==> src/igc_pkg.sv <==
package igc_pkg;

	localparam int DEF_NODES       = 8;
	localparam int DEF_WEIGHT_BITS = 16;

	localparam int IDX_W    = 3;
	localparam int IDX_SPAN = 1 << IDX_W;
	localparam int MASK_W   = 8;
	localparam int WEIGHT_W = 16;
	localparam int COLOR_W  = 3;

	typedef struct packed {
		logic [IDX_W-1:0]    node_index;
		logic [MASK_W-1:0]   neighbor_mask;
		logic [WEIGHT_W-1:0] node_weight;
		logic                last_node;
	} item_t;

	typedef struct packed {
		logic [IDX_W-1:0]   out_node;
		logic [COLOR_W-1:0] node_color;
		logic               last_result;
	} result_t;

	typedef struct packed {
		logic load;
		logic start;
		logic rotate;
		logic pick;
		logic drain;
	} cell_ctl_t;

endpackage

==> src/igc_cell.sv <==
module igc_cell #(
	parameter int NODES       = igc_pkg::DEF_NODES,
	parameter int WEIGHT_BITS = igc_pkg::DEF_WEIGHT_BITS,
	parameter int CELL        = 0
) (
	input  logic                                     clk,
	input  logic                                     arst_n,
	input  igc_pkg::cell_ctl_t                       ctl,
	input  igc_pkg::item_t                           item,
	input  logic [$clog2(NODES)-1:0]                 round,
	input  logic [((NODES < igc_pkg::MASK_W) ? NODES : igc_pkg::MASK_W)-1:0] left_row,
	input  logic [WEIGHT_BITS-1:0]                   left_weight,
	output logic [((NODES < igc_pkg::MASK_W) ? NODES : igc_pkg::MASK_W)-1:0] row,
	output logic [WEIGHT_BITS-1:0]                   weight,
	input  logic [$clog2(NODES)-1:0]                 right_color,
	output logic [$clog2(NODES)-1:0]                 color,
	output logic                                     pick
);

	localparam int ROW_W = (NODES < igc_pkg::MASK_W) ? NODES : igc_pkg::MASK_W;
	localparam int CW    = $clog2(NODES);

	logic [ROW_W-1:0]       row_q;
	logic [WEIGHT_BITS-1:0] weight_q;
	logic [WEIGHT_BITS-1:0] nmax_q;
	logic [CW-1:0]          color_q;
	logic                   sel;
	logic                   hit;

	generate
		if (CELL < igc_pkg::IDX_SPAN) begin : g_sel
			assign sel = ctl.load && (item.node_index == igc_pkg::IDX_W'(CELL));
		end else begin : g_nosel
			assign sel = 1'b0;
		end
		if (CELL < ROW_W) begin : g_hit
			assign hit = row_q[CELL];
		end else begin : g_nohit
			assign hit = 1'b0;
		end
	endgenerate

	assign pick = weight_q > nmax_q;

	// row/weight circulate around the ring; data is back home after NODES shifts
	always_ff @(posedge clk) begin
		if (sel) begin
			row_q    <= ROW_W'(item.neighbor_mask);
			weight_q <= WEIGHT_BITS'(item.node_weight);
		end else if (ctl.rotate) begin
			row_q    <= left_row;
			weight_q <= left_weight;
		end else if (ctl.pick && pick) begin
			weight_q <= '0;
		end
	end

	always_ff @(posedge clk) begin
		if (ctl.start || ctl.pick) begin
			nmax_q <= '0;
		end else if (ctl.rotate && hit && (weight_q > nmax_q)) begin
			nmax_q <= weight_q;
		end
	end

	always_ff @(posedge clk or negedge arst_n) begin
		if (!arst_n) begin
			color_q <= '0;
		end else if (ctl.start) begin
			color_q <= '0;
		end else if (ctl.pick && pick) begin
			color_q <= round;
		end else if (ctl.drain) begin
			color_q <= right_color;
		end
	end

	assign row    = row_q;
	assign weight = weight_q;
	assign color  = color_q;

endmodule

==> src/independent_set_graph_coloring.sv <==
// Load transactions: one per cycle in the idle state, no result.
// Coloring after the last load: up to NODES-1 rounds, each a rotate phase
// (the ring of cells needs NODES shifts per round) followed by a pick state.
// Results: NODES transactions, one per cycle when result_ready stays high.
// Reset clears control state and colors; rows and weights are undefined until loaded.
module independent_set_graph_coloring #(
	parameter int NODES       = igc_pkg::DEF_NODES,
	parameter int WEIGHT_BITS = igc_pkg::DEF_WEIGHT_BITS
) (
	input  logic             clk,
	input  logic             arst_n,
	input  logic             item_valid,
	output logic             item_ready,
	input  igc_pkg::item_t   item,
	output logic             result_valid,
	input  logic             result_ready,
	output igc_pkg::result_t result
);

	localparam int ROW_W = (NODES < igc_pkg::MASK_W) ? NODES : igc_pkg::MASK_W;
	localparam int CW    = $clog2(NODES);
	localparam logic [CW-1:0] LAST_IDX = CW'(NODES - 1);

	localparam logic [1:0] ST_IDLE = 2'd0;
	localparam logic [1:0] ST_ROT  = 2'd1;
	localparam logic [1:0] ST_PICK = 2'd2;
	localparam logic [1:0] ST_EMIT = 2'd3;

	logic [1:0]        state_q;
	logic [CW-1:0]     round_q;
	logic [CW-1:0]     step_q;
	logic [CW-1:0]     emit_q;
	logic              out_valid_q;
	igc_pkg::result_t  out_q;
	igc_pkg::cell_ctl_t ctl;
	logic              in_acc;
	logic              adv;
	logic              any_pick;

	logic [ROW_W-1:0]       rows    [NODES];
	logic [WEIGHT_BITS-1:0] weights [NODES];
	logic [CW-1:0]          colors  [NODES];
	logic [NODES-1:0]       picks;

	assign item_ready = (state_q == ST_IDLE);
	assign in_acc     = item_valid && item_ready;
	assign adv        = !out_valid_q || result_ready;
	assign any_pick   = |picks;

	always_comb begin
		ctl        = '0;
		ctl.load   = in_acc;
		ctl.start  = in_acc && item.last_node;
		ctl.rotate = (state_q == ST_ROT);
		ctl.pick   = (state_q == ST_PICK);
		ctl.drain  = (state_q == ST_EMIT) && adv;
	end

	genvar gi;
	generate
		for (gi = 0; gi < NODES; gi++) begin : g_cell
			localparam int LEFT  = (gi + NODES - 1) % NODES;
			logic [CW-1:0] right_color;
			if (gi == NODES - 1) begin : g_end
				assign right_color = '0;
			end else begin : g_mid
				assign right_color = colors[gi + 1];
			end
			igc_cell #(
				.NODES       (NODES),
				.WEIGHT_BITS (WEIGHT_BITS),
				.CELL        (gi)
			) u_cell (
				.clk         (clk),
				.arst_n      (arst_n),
				.ctl         (ctl),
				.item        (item),
				.round       (round_q),
				.left_row    (rows[LEFT]),
				.left_weight (weights[LEFT]),
				.row         (rows[gi]),
				.weight      (weights[gi]),
				.right_color (right_color),
				.color       (colors[gi]),
				.pick        (picks[gi])
			);
		end
	endgenerate

	always_ff @(posedge clk or negedge arst_n) begin
		if (!arst_n) begin
			state_q <= ST_IDLE;
			round_q <= '0;
			step_q  <= '0;
			emit_q  <= '0;
		end else begin
			case (state_q)
				ST_IDLE: begin
					if (ctl.start) begin
						state_q <= ST_ROT;
						round_q <= CW'(1);
						step_q  <= '0;
					end
				end
				ST_ROT: begin
					step_q <= step_q + CW'(1);
					if (step_q == LAST_IDX) begin
						state_q <= ST_PICK;
					end
				end
				ST_PICK: begin
					step_q <= '0;
					if (any_pick && (round_q != LAST_IDX)) begin
						round_q <= round_q + CW'(1);
						state_q <= ST_ROT;
					end else begin
						emit_q  <= '0;
						state_q <= ST_EMIT;
					end
				end
				ST_EMIT: begin
					if (adv) begin
						emit_q <= emit_q + CW'(1);
						if (emit_q == LAST_IDX) begin
							state_q <= ST_IDLE;
						end
					end
				end
				default: begin
					state_q <= ST_IDLE;
				end
			endcase
		end
	end

	always_ff @(posedge clk or negedge arst_n) begin
		if (!arst_n) begin
			out_valid_q <= 1'b0;
		end else if (ctl.drain) begin
			out_valid_q <= 1'b1;
		end else if (result_ready) begin
			out_valid_q <= 1'b0;
		end
	end

	always_ff @(posedge clk) begin
		if (ctl.drain) begin
			out_q.out_node    <= igc_pkg::IDX_W'(emit_q);
			out_q.node_color  <= igc_pkg::COLOR_W'(colors[0]);
			out_q.last_result <= (emit_q == LAST_IDX);
		end
	end

	assign result_valid = out_valid_q;
	assign result       = out_q;

	a_start: assert property (@(posedge clk) disable iff (!arst_n)
		(in_acc && item.last_node) |=> (state_q == ST_ROT && round_q == CW'(1)))
		else $error("coloring did not start after final load");

	a_pick: assert property (@(posedge clk) disable iff (!arst_n)
		(state_q == ST_PICK) |=> (state_q == ST_ROT || state_q == ST_EMIT))
		else $error("bad transition after pick");

	a_more: assert property (@(posedge clk) disable iff (!arst_n)
		(result_valid && result_ready && !result.last_result) |-> (state_q == ST_EMIT))
		else $error("result sequence ended early");

	a_done: assert property (@(posedge clk) disable iff (!arst_n)
		(ctl.drain && emit_q == LAST_IDX) |=> (state_q == ST_IDLE))
		else $error("emission did not return to idle");

endmodule

==> config.mk <==
export PLATFORM = sky130hd
export DESIGN_NAME = independent_set_graph_coloring
export DESIGN_NICKNAME = d
export VERILOG_FILES = /design/src/igc_pkg.sv /design/src/igc_cell.sv /design/src/independent_set_graph_coloring.sv
export SDC_FILE = /design/constraint.sdc
export NUM_CORES = 1
export LEC_CHECK = 0
export BUFFER_PORTS_ARGS = -buffer_cell sky130_fd_sc_hd__clkbuf_2
export CAP_MARGIN = 20
export CORE_MARGIN = 1.5
export CORE_UTILIZATION = 57
export DETAILED_ROUTE_END_ITERATION = 12
export PLACE_DENSITY = 0.73
export RECOVER_POWER = 25
export SYNTH_ARGS = -nofsm -noshare
export SYNTH_HDL_FRONTEND = slang
export SYNTH_SLANG_ARGS = --single-unit
==> constraint.sdc <==
create_clock -name clk -period 2.5 [get_ports clk]
set_input_delay 0.125 -clock clk [delete_from_list [all_inputs] [get_ports clk]]
set_output_delay 0.125 -clock clk [all_outputs]
set_load 0.01 [all_outputs]
* Word-level counts from Yosys, hierarchy flattened
Index checks and enable logic that the tools add are counted.
W data, S select, Z words.
** Operators by class
- $add $sub $neg :: 3
- Muxes and demuxes :: 80
- Reduce and logical (&&, ||, !) cells :: 74
- Eq/ne operators :: 19
- Order comparisons :: 8
** Operator list (number)
- $mux W16 :: 24
- $gt A16 B16 Y1 :: 8
- $mux W8 :: 16
- $mux W3 :: 29
- $reduce_bool A3 Y1 :: 17
- $logic_and A1 B1 Y1 :: 36
- $reduce_bool A2 Y1 :: 11
- $eq A3 B3 Y1 const B :: 6
- $pmux W3 S2 :: 2
- $mux W2 :: 5
- $add A3 B1 Y3 const B :: 3
- $pmux W3 S3 :: 1
- $ne A2 B2 Y1 const B :: 4
- $pmux W2 S4 :: 1
- $reduce_or A8 Y1 :: 1
- $eq A3 B2 Y1 const B :: 2
- $reduce_and A3 Y1 :: 2
- $eq A2 B2 Y1 const B :: 2
- $ne A2 B1 Y1 const B :: 2
- $reduce_and A4 Y1 :: 1
- $eq A3 B1 Y1 const B :: 1
- $logic_not A3 Y1 :: 1
- $ne A3 B3 Y1 const B :: 1
- $eq A2 B1 Y1 const B :: 1
- 5 further kinds :: 7
** Storage, ports and cells
- Register bits :: 363
- Output and inout port bits :: 9
- Word-level logic and storage cells :: 224

* Logic depth before layout (Yosys ltp)
Gate-level depths: netlist (run 1).
- Depth in word-level cells :: 6
- Depth in mapped cells :: 11

* By module
Synthesis (run 1) repeated with hierarchy kept, for this count alone.
** Second synthesis, totals
- Cells, all modules :: 1944
- Area total of the unflattened synthesis :: 19463.7 um2
** Modules (own cells, without submodules)
- igc_cell at g_cell[3].u_cell ... :: cells each 234, seq. area each 1116.1 um2, area an instance 2318.5 um2, instances 3
- igc_cell at g_cell[0].u_cell ... :: cells each 233, seq. area each 1116.1 um2, area an instance 2314.7 um2, instances 3
- igc_cell at g_cell[4].u_cell :: cells each 234, seq. area each 1116.1 um2, area an instance 2313.5 um2, instances 1
- igc_cell at g_cell[7].u_cell :: cells each 233, seq. area each 1116.1 um2, area an instance 2299.7 um2, instances 1
- independent_set_graph_coloring :: cells each 76, seq. area each 510.5 um2, area an instance 950.9 um2, instances 1

* Worst setup path after synthesis (run 1)
OpenSTA, ideal clock, no wires.
- Path type :: reg2reg
- From :: register g_cell[5].u_cell.weight_q[10]
- To :: register g_cell[5].u_cell.weight_q[0] (enable)
- Clock period less this slack :: 2.732 ns
- Data required time :: 2.209 ns
- Setup slack :: -0.232 ns
- Stages on the path, launching flop included :: 8
- Arrival time :: 2.441 ns
- Library setup time :: 0.291 ns
- Buffers on the path :: 1
- Cells stage by stage :: edfxtp_1 ha_1 nand4_1 or4_4 or3_1 and3_2 clkbuf_1 or2_2
** On the way
- Cells in the longest elaborated chain, start to end :: 3
** Ends and longest elaborated chain
- start: declaration :: line igc_cell.sv:24 : logic [WEIGHT_BITS-1:0] weight_q;
- start signal: assignment :: line igc_cell.sv:49 : weight_q <= WEIGHT_BITS'(item.node_weight);
- start signal: assignment :: line igc_cell.sv:52 : weight_q <= left_weight;
- $gt A16 B16 Y1 :: line igc_cell.sv:43 : assign pick = weight_q > nmax_q;
- $logic_and A1 B1 Y1 :: line igc_cell.sv:53 : end else if (ctl.pick && pick) begin
- $reduce_bool A3 Y1 (no source line)
Every way passes these cells.
A chain may end at the register's enable or synchronous reset.

* Final worst setup path (run 1)
- From :: register g_cell[5].u_cell.weight_q[9]
- To :: register state_q[1]
** On the way
- Cells in the longest elaborated chain, start to end :: 5
** Ends and longest elaborated chain
- $gt A16 B16 Y1 :: line igc_cell.sv:43
- $reduce_or A8 Y1 :: line independent_set_graph_coloring.sv:48 : assign any_pick = |picks;
- $logic_and A1 B1 Y1 :: line independent_set_graph_coloring.sv:113 : if (any_pick && (round_q != LAST_IDX)) begin
- $mux W2 :: line independent_set_graph_coloring.sv:113
- $pmux W2 S4 :: line independent_set_graph_coloring.sv:97 : case (state_q)
- end signal: assignment :: line independent_set_graph_coloring.sv:100 : state_q <= ST_ROT;
- end signal: assignment :: line independent_set_graph_coloring.sv:115 : state_q <= ST_ROT;
- end signal: assignment :: line independent_set_graph_coloring.sv:118 : state_q <= ST_EMIT;
- end: declaration :: line independent_set_graph_coloring.sv:29 : logic [1:0] state_q;
Every way passes these cells.

==> reports/qor.tcl, run 1 <==
set qor(cellLeakagePower_uw) 0.00932
set qor(starting_density_of_the_core_pct) 58.1
set qor(fillCellCount) 1961
set qor(place.detailed.hpwl_um) 31100
set qor(synth-warning-count) 0
set qor(arrival_ps) 3300
set qor(postSynthAreaPerCell_um2) 11.6
set qor(critPathKind) {flop to flop}
set qor(timing.fmax_mhz) 346
set qor(synth-main-ff-cell) {sky130_fd_sc_hd__edfxtp_1}
set qor(placement.io_buffers) 40
set qor(synth_common_cells) {sky130_fd_sc_hd__edfxtp_1, sky130_fd_sc_hd__nor2_1, sky130_fd_sc_hd__inv_1, sky130_fd_sc_hd__ha_1}
set qor(die_height_um) 180
set qor(ios) 41
set qor(tritoncts.num_buffers) 39
set qor(totalWireLength_um) 50300
set qor(gp_congestion) 0.847
set qor(worstSkewPairLatency_ps) 530
set qor(setup.reg_to_reg.worst_slack_ps) -390
set qor(report.final.hold_viol_count) 0
set qor(detail_route.drc_violations) 0
set qor(grt-ovfl-total) 0
set qor(antenna_cells) 0
set qor(initial_antenna_violation_count) 0
set qor(placeableCoreArea_um2) 30700
set qor(synth-seq-area-share_pct) 53.0
set qor(top_fanout_value_on_the_critical_path) 7
set qor(reg2reg_depth) 8
set qor(rsz0062_at_grt) {true}
set qor(critPathTopFamily) {simple AND/OR/NAND/NOR gates}
set qor(timing.critical_path.depth) 8
set qor(max_slew_margin_pct) -27.4
set qor(outcome) {complete, but fails checks}
set qor(groute.usage.overall_pct) 29.5
set qor(cp_slowest_stage_delay_ps) 540
set qor(async_reset_ff_share_pct) 9.92
set qor(clock-root-buffer) {sky130_fd_sc_hd__clkbuf_16}
set qor(rr_startpoint) {g_cell[5].u_cell.weight[9]}
set qor(setup_slack_ps) -392
set qor(route.detailed.wl_per_inst_um) 22.6
set qor(clock-skew-final_ps) 18.1
set qor(tritoncts_clock_tree) {done}
set qor(ys_top_cells_by_area) {sky130_fd_sc_hd__edfxtp_1, sky130_fd_sc_hd__dfxtp_1, sky130_fd_sc_hd__ha_1}
set qor(cts_num_sinks) 363
set qor(syn-instance-count) 1541
set qor(timing.final.crit_share_pct) 116
set qor(global_route_wire_length_before_repair_um) 74000
set qor(worst_vdd_ir_mv) 0.880
set qor(nets) 1961
set qor(total_via_count_in_the_routed_design) 13600
set qor(yosys.area.top_type_share_pct) 33.5
set qor(violated_checks) {capacitance limit, slew limit, setup timing}
set qor(worstSetupStartpoint) {g_cell[5].u_cell.weight[9]}
set qor(h-tree-depth) 2
set qor(vias_in_the_first_global_route) 13300
set qor(timing.critical_path.buf_inv) 0
set qor(drt_iter0_drc) 1351
set qor(synth.net_count) 1707
set qor(setup.worst_path.start_class) {flop}
set qor(maxSlewViolCount) 37
set qor(vias_per_cell) 6.11
set qor(yosys.cell_count.top_type) {sky130_fd_sc_hd__edfxtp_1}
set qor(cell_taking_the_most_area_after_synthesis) {sky130_fd_sc_hd__edfxtp_1}
set qor(holdCritPathClass) {input pin to flop}
set qor(synthDistinctLibCells) 58
set qor(cts.clk_slew.worst_paths_ps) 60
set qor(synth_edf_count) 199
set qor(report.final.setup_viol) 230
set qor(cap_violations) 1
set qor(hold_slack_ps) 46.3
set qor(cells_along_the_critical_path) {ha_4 > nand4_1 > or4_4 > o221ai_4 > a22oi_2 > and4b_2 > or3_4 > a32o_1}
set qor(share_of_cells_above_drive_strength_1_pct) 30.1
set qor(area_growth_from_synthesis_to_layout_pct) 27.5
set qor(flip_flop_and_latch_count_after_synthesis) 363
set qor(r2r_end) {state_q[1]}
set qor(clock_path_buffers) 3
set qor(ant_nets) 0
set qor(die_w_um) 180
set qor(finalCriticalPeriod_ps) 2890
set qor(timing.critical_path.to) {state_q[1]}
set qor(pwr_per_cell_area_nw_per_um2) 1600
set qor(grt_max_degree) 61
set qor(syn-cell-area_um2) 17800
set qor(design.die.area_um2) 32300
set qor(slowest_stage) {sky130_fd_sc_hd__or4_4}
set qor(row_count) 64
set qor(timing.critical_path.required_ps) 2910
set qor(detail_route.first_pass.iterations) 5
set qor(crit_path_end_kind) {flop}
set qor(final_util_pct) 74.1
set qor(worst_slew_pin_slew_ps) 1910
[kinds of logic (layout without fill, tap and decap cells)]
family                   count (synthesis)  count (layout)  share of synthesized area (%)
AND/OR/NAND/NOR                        335             341                           9.09
AO/OA/AOI/OAI                          279             279                           12.0
buffers and inverters                  238             516                           5.34
flip-flops                             363             363                           53.0
multiplexers                           192             192                           11.2
adder cells (fa/ha/maj)                134             134                           9.41
[power breakdown]
group,internal [µW],switching (µW)
registers,10100,1600
logic,9180,9420
clock network,3760,2400
total,23000,13400
[stage by stage]
| stage | setup TNS [ps] | cells | instance area, µm² | setup slack (ps) | power (µW) |
|---|---|---|---|---|---|
| after floorplan | -745 | 1541 | 17900 | -77.6 | 20500 |
| after global placement | -19690 | 2095 | 20000 | -478 | 26100 |
| after detailed placement | -27130 | 2095 | 20000 | -519 | 26700 |
| after CTS | -15780 | 2197 | 22100 | -299 | 34700 |
| after global routing | -43420 | 2221 | 22700 | -449 | 38400 |
| final | -24580 | 2221 | 22700 | -392 | 36400 |
[flip-flops by register name, indices dropped and copies added, names as in the netlist]
register	flops
step_q	3
g_cell.u_cell.nmax_q	128
emit_q	3
g_cell.u_cell.color	24
g_cell.u_cell.weight	128
round_q	3
result	7
state_q	2
result_valid	1
g_cell.u_cell.row	64
[worst min path at each step]
stage                         endpoint     start  depth (start not counted)  slack (ps)
6_report       g_cell[4].u_cell.row[5]  item[22]                          2          50
2_1_floorplan                emit_q[0]    arst_n                          0        -170
3_3_place_gp              result_valid    arst_n                          1         270
5_1_grt        g_cell[4].u_cell.row[5]  item[22]                          2          50
3_5_place_dp              result_valid    arst_n                          1         280
4_1_cts        g_cell[4].u_cell.row[5]  item[22]                          2          30
[layer usage]
metal	track usage (%)	vias up	part of all wire (%)
met5	0	-	0
met4	8.37	0	2.9
met3	4.88	105	8.1
met2	49.2	548	48
met1	39.6	6750	41
li1	-	6172	-
[timing repair]
action,in CTS,in global routing
hold endpoints to repair,37,0
cloned,10,5
buffers inserted,21,27
endpoints found under the setup margin,245,284
hold buffers,2,0
resized for setup,81,86
pin swaps,40,65
[layout make-up]
| cell class | count | area, µm² | area share [%] |
|---|---|---|---|
| clock buffer | 51 | 1110 | 4.90 |
| clock inverter | 20 | 248 | 1.09 |
| inverter | 145 | 544 | 2.40 |
| multi-input combinational | 946 | 8390 | 36.9 |
| sequential | 363 | 9440 | 41.5 |
| tap | 396 | 495 | 2.18 |
| timing repair buffer | 300 | 2490 | 11.0 |
[layout by cell type, fill, tap and decap left out, types with 18 or more instances in the layout]
cell type                   instances
sky130_fd_sc_hd__a211oi_2          24
sky130_fd_sc_hd__mux2_2            64
sky130_fd_sc_hd__dfrtp_1           36
sky130_fd_sc_hd__nand3_1           31
sky130_fd_sc_hd__buf_4            211
sky130_fd_sc_hd__nand2_1           43
sky130_fd_sc_hd__and2_1            22
sky130_fd_sc_hd__ha_4              28
sky130_fd_sc_hd__dfxtp_1          127
sky130_fd_sc_hd__inv_1            145
sky130_fd_sc_hd__ha_1             106
sky130_fd_sc_hd__edfxtp_1         199
sky130_fd_sc_hd__mux2i_1          121
sky130_fd_sc_hd__a21oi_1           53
sky130_fd_sc_hd__clkbuf_16         44
sky130_fd_sc_hd__clkbuf_1          18
sky130_fd_sc_hd__nor2_1           142
sky130_fd_sc_hd__a22o_1           128
sky130_fd_sc_hd__nand4_1           27
sky130_fd_sc_hd__clkbuf_2          35
Note: power is estimated with default switching activity, not from simulation.
==> run 2, diff against run 1 <==
--- a/config.mk
+++ b/config.mk
@@ -10,8 +10,10 @@
 export CORE_MARGIN = 1.5
 export CORE_UTILIZATION = 57
 export DETAILED_ROUTE_END_ITERATION = 12
-export PLACE_DENSITY = 0.73
+export GPL_TIMING_DRIVEN = 0
+export PLACE_DENSITY = 0.79
 export RECOVER_POWER = 25
 export SYNTH_ARGS = -nofsm -noshare
 export SYNTH_HDL_FRONTEND = slang
+export SYNTH_HIERARCHICAL = 1
 export SYNTH_SLANG_ARGS = --single-unit
==> reports/qor.tcl, run 2 <==
set qor(outcome) {complete, but fails checks} ;# unchanged
set qor(violated_checks) {capacitance limit, slew limit, setup timing} ;# unchanged
set qor(mostFrequentLayoutCell) {sky130_fd_sc_hd__nand2_1} ;# was sky130_fd_sc_hd__buf_4
set qor(setup.worst_path.start_class) {flop} ;# unchanged
set qor(async_reset_ff_share_pct) 9.92 ;# unchanged
set qor(flip_flop_and_latch_count_after_synthesis) 363 ;# unchanged
set qor(rsz0062_at_grt) {true} ;# unchanged
set qor(max_slew_margin_pct) -33.2 ;# was -27.4%
set qor(detail_route.first_pass.iterations) 7 ;# was 5
set qor(holdCritPathClass) {input pin to flop} ;# unchanged
set qor(timing.critical_path.depth) 10 ;# was 8
set qor(pwr_per_cell_area_nw_per_um2) 1550 ;# was 1600 nW/µm²
set qor(vias_per_cell) 5.96 ;# was 6.11
set qor(vias_in_the_first_global_route) 15100 ;# was 13,300
set qor(synthMuxAreaShare_pct) 12.7 ;# was 11.2%
set qor(hold_slack_ps) 44.8 ;# was 46.3 ps
set qor(synth-seq-area-share_pct) 48.5 ;# was 53.0%
set qor(arrival_ps) 3320 ;# was 3300 ps
set qor(cell_taking_the_most_area_after_synthesis) {sky130_fd_sc_hd__edfxtp_1} ;# unchanged
set qor(timing.critical_path.to) {round_q[2]} ;# was state_q[1]
set qor(synth-compound-area-share_pct) 9.08 ;# was 12.0%
set qor(synthDistinctLibCells) 57 ;# was 58
set qor(cp_slowest_stage_delay_ps) 490 ;# was 540 ps
set qor(synth_simple_gate_area_share_pct) 16.0 ;# was 9.09%
set qor(worstSkewPairLatency_ps) 540 ;# was 530 ps
set qor(post_synth_fa_ha_maj_area_fraction_pct) 8.61 ;# was 9.41%
set qor(crit_path_end_kind) {flop} ;# unchanged
set qor(reg2reg_depth) 10 ;# was 8
set qor(critPathKind) {flop to flop} ;# unchanged
set qor(cap_violations) 1 ;# unchanged
set qor(h-tree-depth) 2 ;# unchanged
set qor(cts.clk_slew.worst_paths_ps) 60 ;# about the same
set qor(nets) 2314 ;# was 1,961
set qor(report.final.hold_viol_count) 0 ;# unchanged
set qor(ys_top_cells_by_area) {sky130_fd_sc_hd__edfxtp_1, sky130_fd_sc_hd__dfxtp_1, sky130_fd_sc_hd__nand2_1} ;# was sky130_fd_sc_hd__edfxtp_1, sky130_fd_sc_hd__dfxtp_1, sky130_fd_sc_hd__ha_1
set qor(global_route_wire_length_before_repair_um) 81100 ;# was 74,000 µm
set qor(worst_vdd_ir_mv) 0.889 ;# was 0.880 mV
set qor(fillCellCount) 2371 ;# was 1,961
set qor(final_std_cells_w_o_fill) 2628 ;# was 2,221
set qor(grt-ovfl-total) 0 ;# unchanged
set qor(clock_path_buffers) 3 ;# unchanged
set qor(placedCellCount) 2436 ;# was 2,095
set qor(timing.final.crit_share_pct) 117 ;# was 116%
set qor(route.detailed.wl_per_inst_um) 20.8 ;# was 22.6 µm
set qor(cellLeakagePower_uw) 0.00966 ;# was 0.00932 µW
set qor(design.die.area_um2) 35300 ;# was 32,300 µm²
set qor(groute.usage.overall_pct) 29.5 ;# about the same
set qor(seqCellArea_um2) 9440 ;# about the same
set qor(slowest_stage) {sky130_fd_sc_hd__a2111o_1} ;# was sky130_fd_sc_hd__or4_4
set qor(totalWireLength_um) 54700 ;# was 50,300 µm
set qor(timing.critical_path.required_ps) 2900 ;# was 2910 ps
set qor(synth_xor_area_share_pct) 0 ;# unchanged
set qor(setup_slack_ps) -419 ;# was -392 ps
set qor(setup.reg_to_reg.worst_slack_ps) -420 ;# was -390 ps
set qor(clock-skew-final_ps) 29.7 ;# was 18.1 ps
set qor(ant_nets) 0 ;# unchanged
set qor(placement.io_buffers) 40 ;# unchanged
set qor(synth-main-ff-cell) {sky130_fd_sc_hd__edfxtp_1} ;# unchanged
set qor(syn-cell-area_um2) 19500 ;# was 17,800 µm²
set qor(maxSlewViolCount) 37 ;# unchanged
set qor(grt_max_degree) 37 ;# was 61
set qor(multi_input_area_um2) 9640 ;# was 8390 µm²
set qor(tritoncts.num_buffers) 40 ;# was 39
set qor(final_util_pct) 69.2 ;# was 74.1%
set qor(top_fanout_value_on_the_critical_path) 4 ;# was 7
set qor(r2r_end) {round_q[2]} ;# was state_q[1]
set qor(timing.fmax_mhz) 343 ;# was 346 MHz
set qor(starting_density_of_the_core_pct) 58.0 ;# was 58.1%
set qor(share_of_cells_above_drive_strength_1_pct) 19.7 ;# was 30.1%
set qor(detailedPlace.worstSlack_ps) -743 ;# was -519 ps
set qor(yosys.area.top_type_share_pct) 30.7 ;# was 33.5%
set qor(worstSetupStartpoint) {g_cell[6].u_cell/weight[1]} ;# was g_cell[5].u_cell.weight[9]
set qor(placeableCoreArea_um2) 33500 ;# was 30,700 µm²
set qor(worst_slew_pin_slew_ps) 2000 ;# was 1910 ps
set qor(drt_iter0_drc) 1474 ;# was 1,351
set qor(initial_antenna_violation_count) 1 ;# was 0
set qor(synth_edf_count) 199 ;# unchanged
set qor(syn-instance-count) 1944 ;# was 1,541
set qor(total_via_count_in_the_routed_design) 15700 ;# was 13,600
set qor(clock-root-buffer) {sky130_fd_sc_hd__clkbuf_16} ;# unchanged
set qor(final_cell_mix) {sky130_fd_sc_hd__nand2_1, sky130_fd_sc_hd__edfxtp_1, sky130_fd_sc_hd__mux2i_1} ;# was sky130_fd_sc_hd__buf_4, sky130_fd_sc_hd__edfxtp_1, sky130_fd_sc_hd__inv_1
set qor(row_count) 67 ;# was 64
set qor(finalCriticalPeriod_ps) 2920 ;# was 2890 ps
set qor(synth-warning-count) 6 ;# was 0
set qor(yosys.cell_count.top_type) {sky130_fd_sc_hd__nand2_1} ;# was sky130_fd_sc_hd__edfxtp_1
set qor(tritoncts_clock_tree) {done} ;# unchanged
set qor(die_w_um) 188 ;# was 180 µm
set qor(area_growth_from_synthesis_to_layout_pct) 19.2 ;# was 27.5%
set qor(ios) 41 ;# unchanged
set qor(detail_route.drc_violations) 0 ;# unchanged
set qor(largest_family_of_logic_cells_by_synthesized_area) {simple AND/OR/NAND/NOR gates} ;# was compound AO/OA/AOI/OAI gates
set qor(critPathTopFamily) {compound AO/OA/AOI/OAI gates} ;# was simple AND/OR/NAND/NOR gates
set qor(cells_along_the_critical_path) {ha_4 > nor2b_4 > o211ai_1 > a2111o_1 > a31oi_4 > nor4_4 > buf_6 > a2111oi_4 > buf_4 > mux2_4} ;# was ha_4 > nand4_1 > or4_4 > o221ai_4 > a22oi_2 > and4b_2 > or3_4 > a32o_1
set qor(place.detailed.hpwl_um) 35300 ;# was 31,100 µm
set qor(cts_num_sinks) 363 ;# unchanged
set qor(die_height_um) 188 ;# was 180 µm
set qor(postSynthAreaPerCell_um2) 10.0 ;# was 11.6 µm²
set qor(gp_congestion) 0.908 ;# was 0.847
set qor(synth_common_cells) {sky130_fd_sc_hd__nand2_1, sky130_fd_sc_hd__edfxtp_1, sky130_fd_sc_hd__mux2i_1, sky130_fd_sc_hd__o21ai_0} ;# was sky130_fd_sc_hd__edfxtp_1, sky130_fd_sc_hd__nor2_1, sky130_fd_sc_hd__inv_1, sky130_fd_sc_hd__ha_1
set qor(report.final.setup_viol) 327 ;# was 230
set qor(rr_startpoint) {g_cell[6].u_cell/weight[1]} ;# was g_cell[5].u_cell.weight[9]
set qor(timing.critical_path.buf_inv) 2 ;# was 0
## run 2: worst min path at each step
stage / startpoint / endpoint / cells past startpoint
after detailed placement: arst_n / g_cell[0].u_cell/color[1] / 1
after global placement: arst_n / g_cell[0].u_cell/color[1] / 1
after global routing: item[19] / g_cell[4].u_cell/row[2] / 2
after CTS: item_valid / state_q[0] / 4
final: item_valid / state_q[0] / 4
after floorplan: arst_n / emit_q[0] / 0
## run 2: metal layers
| metal | global-route usage [%] | share of wire (%) | vias to the layer above | routed length, µm |
|---|---|---|---|---|
| met3 | 6.48 | 10 | 207 | 5460 |
| met2 | 48.8 | 47 | 744 | 25900 |
| met4 | 14.8 | 5.3 | 0 | 2910 |
| li1 | - | - | 7157 | - |
| met5 | 0 | 0 | - | 0 |
| met1 | 36.6 | 37 | 7560 | 20400 |
## run 2: area by class of cell
cell class / instances / share of cell area, %
sequential: 363 / 40.7
clock inverter: 21 / 0.960
clock buffer: 52 / 4.77
buffer: 88 / 2.22
inverter: 134 / 2.17
antenna: 1 / 0.0108
timing repair buffer: 159 / 5.21
multi-input combinational: 1362 / 41.6
tap: 448 / 2.42
## run 2: timing repair
action / in CTS / in global routing
pin swaps: 30 / 31
hold endpoints to repair: 37 / 0
buffers inserted: 53 / 63
endpoints found under the setup margin: 520 / 360
hold buffers: 2 / 0
gates resized for setup: 58 / 78
cloned: 1 / 4
## run 2: cells by family after synthesis
| family | after synthesis |
|---|---|
| flops | 363 |
| other cells | 1 |
| mux | 237 |
| buf+inv | 223 |
| compound gates | 272 |
| fa+ha+maj | 134 |
| simple gates | 714 |
## run 2: per-stage QoR
stage	total power, µW	TNS, ps	area (µm²)
5_1_grt	38300	-101070	23200
3_5_place_dp	26700	-208340	20300
4_1_cts	34200	-16150	22400
2_1_floorplan	22700	-76.1	19500
6_report	36100	-42370	23200
3_3_place_gp	25800	-281470	20300
## run 2: worst min-delay path, cell delays in order
cell,delay (ps)
sky130_fd_sc_hd__clkbuf_2,110
sky130_fd_sc_hd__a21oi_1,120
sky130_fd_sc_hd__a21oi_1,50
sky130_fd_sc_hd__a2bb2oi_1,120
## run 2: report_power, final
| part | leakage (µW) | switching (µW) | internal (µW) |
|---|---|---|---|
| clock | 0.000645 | 2410 | 3550 |
| combinational | 0.00549 | 9550 | 7810 |
| sequential | 0.00352 | 2280 | 10500 |
==> run 3, diff against run 2 <==
--- a/config.mk
+++ b/config.mk
@@ -13,6 +13,7 @@
 export GPL_TIMING_DRIVEN = 0
 export PLACE_DENSITY = 0.79
 export RECOVER_POWER = 25
+export SKIP_LAST_GASP = 1
 export SYNTH_ARGS = -nofsm -noshare
 export SYNTH_HDL_FRONTEND = slang
 export SYNTH_HIERARCHICAL = 1
==> reports/qor.tcl, run 3 (synthesis gave the netlist of run 2 again) <==
set qor(report.final.setup_viol) 384 ;# was 327
set qor(grt_max_degree) 37 ;# unchanged
set qor(detail_route.first_pass.iterations) 6 ;# was 7
set qor(row_count) 67 ;# unchanged
set qor(report.final.hold_viol_count) 0 ;# unchanged
set qor(clock_path_buffers) 3 ;# unchanged
set qor(top_fanout_value_on_the_critical_path) 4 ;# unchanged
set qor(cells_along_the_critical_path) {ha_1 > nand4_1 > buf_4 > nor2_1 > nand2_2 > a31oi_4 > nor4_4 > a2111oi_4 > buf_4 > mux2_4} ;# was ha_4 > nor2b_4 > o211ai_1 > a2111o_1 > a31oi_4 > nor4_4 > buf_6 > a2111oi_4 > buf_4 > mux2_4
set qor(gp_congestion) 0.908 ;# unchanged
set qor(die_w_um) 188 ;# unchanged
set qor(cellLeakagePower_uw) 0.00968 ;# was 0.00966 µW
set qor(starting_density_of_the_core_pct) 58.0 ;# unchanged
set qor(reg2reg_depth) 10 ;# unchanged
set qor(seqCellArea_um2) 9440 ;# unchanged
set qor(arrival_ps) 3310 ;# was 3320 ps
set qor(outcome) {complete, but fails checks} ;# unchanged
set qor(setup.reg_to_reg.worst_slack_ps) -410 ;# was -420 ps
set qor(multi_input_area_um2) 9660 ;# was 9640 µm²
set qor(share_of_cells_above_drive_strength_1_pct) 20.1 ;# was 19.7%
set qor(slowest_stage) {sky130_fd_sc_hd__edfxtp_1} ;# was sky130_fd_sc_hd__a2111o_1
set qor(timing.fmax_mhz) 344 ;# was 343 MHz
set qor(violated_checks) {capacitance limit, slew limit, setup timing} ;# unchanged
set qor(max_slew_margin_pct) -32.7 ;# was -33.2%
set qor(route.detailed.wl_per_inst_um) 20.8 ;# about the same
set qor(pwr_per_cell_area_nw_per_um2) 1550 ;# about the same
set qor(timing.critical_path.buf_inv) 2 ;# unchanged
set qor(design.die.area_um2) 35300 ;# unchanged
set qor(groute.usage.overall_pct) 29.5 ;# about the same
set qor(finalCriticalPeriod_ps) 2910 ;# was 2920 ps
set qor(hold_slack_ps) 38.8 ;# was 44.8 ps
set qor(grt-ovfl-total) 0 ;# unchanged
set qor(rsz0062_at_grt) {true} ;# unchanged
set qor(rr_startpoint) {g_cell[0].u_cell/weight[11]} ;# was g_cell[6].u_cell/weight[1]
set qor(clock-skew-final_ps) 28.1 ;# was 29.7 ps
set qor(tritoncts.num_buffers) 40 ;# unchanged
set qor(layout.cell_area.non_filler_um2) 23300 ;# was 23,200 µm²
set qor(area_growth_from_synthesis_to_layout_pct) 19.5 ;# was 19.2%
set qor(placement.io_buffers) 40 ;# unchanged
set qor(placement.cell_area_um2) 20300 ;# unchanged
set qor(final_cell_mix) {sky130_fd_sc_hd__nand2_1, sky130_fd_sc_hd__edfxtp_1, sky130_fd_sc_hd__mux2i_1} ;# unchanged
set qor(holdCritPathClass) {input pin to flop} ;# unchanged
set qor(drt_iter0_drc) 1518 ;# was 1,474
set qor(worstSetupStartpoint) {g_cell[0].u_cell/weight[11]} ;# was g_cell[6].u_cell/weight[1]
set qor(cts.clk_slew.worst_paths_ps) 60 ;# about the same
set qor(ant_nets) 0 ;# unchanged
set qor(timing.critical_path.to) {round_q[2]} ;# unchanged
set qor(crit_path_end_kind) {flop} ;# unchanged
set qor(detail_route.drc_violations) 0 ;# unchanged
set qor(mostFrequentLayoutCell) {sky130_fd_sc_hd__nand2_1} ;# unchanged
set qor(worst_slew_pin_slew_ps) 1990 ;# was 2000 ps
set qor(die_height_um) 188 ;# unchanged
set qor(critPathTopFamily) {simple AND/OR/NAND/NOR gates} ;# was compound AO/OA/AOI/OAI gates
set qor(vias_per_cell) 5.97 ;# was 5.96
set qor(total_via_count_in_the_routed_design) 15700 ;# about the same
set qor(timing.critical_path.depth) 10 ;# unchanged
set qor(setup.worst_path.start_class) {flop} ;# unchanged
set qor(cts_num_sinks) 363 ;# unchanged
set qor(worstSkewPairLatency_ps) 540 ;# about the same
set qor(cp_slowest_stage_delay_ps) 460 ;# was 490 ps
set qor(cap_violations) 1 ;# unchanged
set qor(nets) 2320 ;# was 2,314
set qor(totalWireLength_um) 54800 ;# was 54,700 µm
set qor(worst_vdd_ir_mv) 0.888 ;# was 0.889 mV
set qor(critPathMostFrequentCell) {sky130_fd_sc_hd__buf_4}
set qor(setup_slack_ps) -410 ;# was -419 ps
set qor(critPathKind) {flop to flop} ;# unchanged
set qor(maxSlewViolCount) 37 ;# unchanged
set qor(place.detailed.hpwl_um) 35300 ;# unchanged
set qor(global_route_wire_length_before_repair_um) 81100 ;# about the same
set qor(tritoncts_clock_tree) {done} ;# unchanged
set qor(r2r_end) {round_q[2]} ;# unchanged
set qor(clock-root-buffer) {sky130_fd_sc_hd__clkbuf_16} ;# unchanged
set qor(timing.critical_path.required_ps) 2900 ;# about the same
set qor(ios) 41 ;# unchanged
set qor(initial_antenna_violation_count) 1 ;# unchanged
set qor(placeableCoreArea_um2) 33500 ;# unchanged
set qor(fillCellCount) 2356 ;# was 2,371
set qor(vias_in_the_first_global_route) 15100 ;# about the same
set qor(h-tree-depth) 2 ;# unchanged
set qor(timing.final.crit_share_pct) 116 ;# was 117%
[run 3: changes by cell type in the layout (fill, tap and decap cells not counted), sizes merged]
cell / change
buf: +6
[run 3: area by class of cell]
cell class	instances	area share [%]
antenna	1	0.0108
buffer	88	2.21
clock buffer	52	4.76
clock inverter	21	0.958
inverter	134	2.16
multi-input combinational	1362	41.6
sequential	363	40.6
tap	448	2.41
timing repair buffer	165	5.35
[run 3: metrics by stage]
stage / cells / util, % / setup WS, ps / power [µW] / setup TNS [ps]
after floorplan: 1946 / - / -38.0 / 22700 / -76.1
after global placement: 2434 / 60.5 / -1110 / 25800 / -281470
after detailed placement: 2436 / 60.6 / -743 / 26700 / -208340
after CTS: 2565 / 66.9 / -299 / 34200 / -16260
after global routing: 2634 / 69.4 / -503 / 38300 / -112280
final: 2634 / 69.4 / -410 / 36200 / -56280
[run 3: what timing repair did]
item                                   in CTS  in global routing
buffers inserted                           53                 69
hold buffers                                2                  0
endpoints found under the hold margin      37                  0
gates resized for setup                    58                 74
setup endpoints to repair                 520                360
cloned                                      1                  4
pin swaps                                  28                 32
[run 3: power breakdown]
group / switching, µW / internal [µW] / leakage [µW] / total [µW]
Clock: 2410 / 3550 / 0.000645 / 5970
Sequential: 2290 / 10500 / 0.00352 / 12800
Combinational: 9560 / 7880 / 0.00551 / 17400
[run 3: how the worst min path moves through the flow]
stage | from | endpoint | slack [ps] | cells after the start
after CTS | item_valid | state_q[0] | 30 | 4
after global placement | arst_n | g_cell[0].u_cell/color[1] | 300 | 1
final | item_valid | state_q[0] | 40 | 4
after detailed placement | arst_n | g_cell[0].u_cell/color[1] | 310 | 1
after floorplan | arst_n | emit_q[0] | -170 | 0
after global routing | item[19] | g_cell[4].u_cell/row[2] | 70 | 2
[run 3: worst min-delay path: cells and delay by family]
kind / cells / cell delay, ps
buf+inv: 1 / 100
compound gates: 3 / 290
[run 3: per-layer routing]
layer  wire length [µm]  up-vias  global-route usage, %
li1                   -     7167                      -
met4               2940        0                   14.8
met1              20400     7533                   36.6
met2              26100      804                   48.8
met5                  0        -                      0
met3               5470      221                   6.48
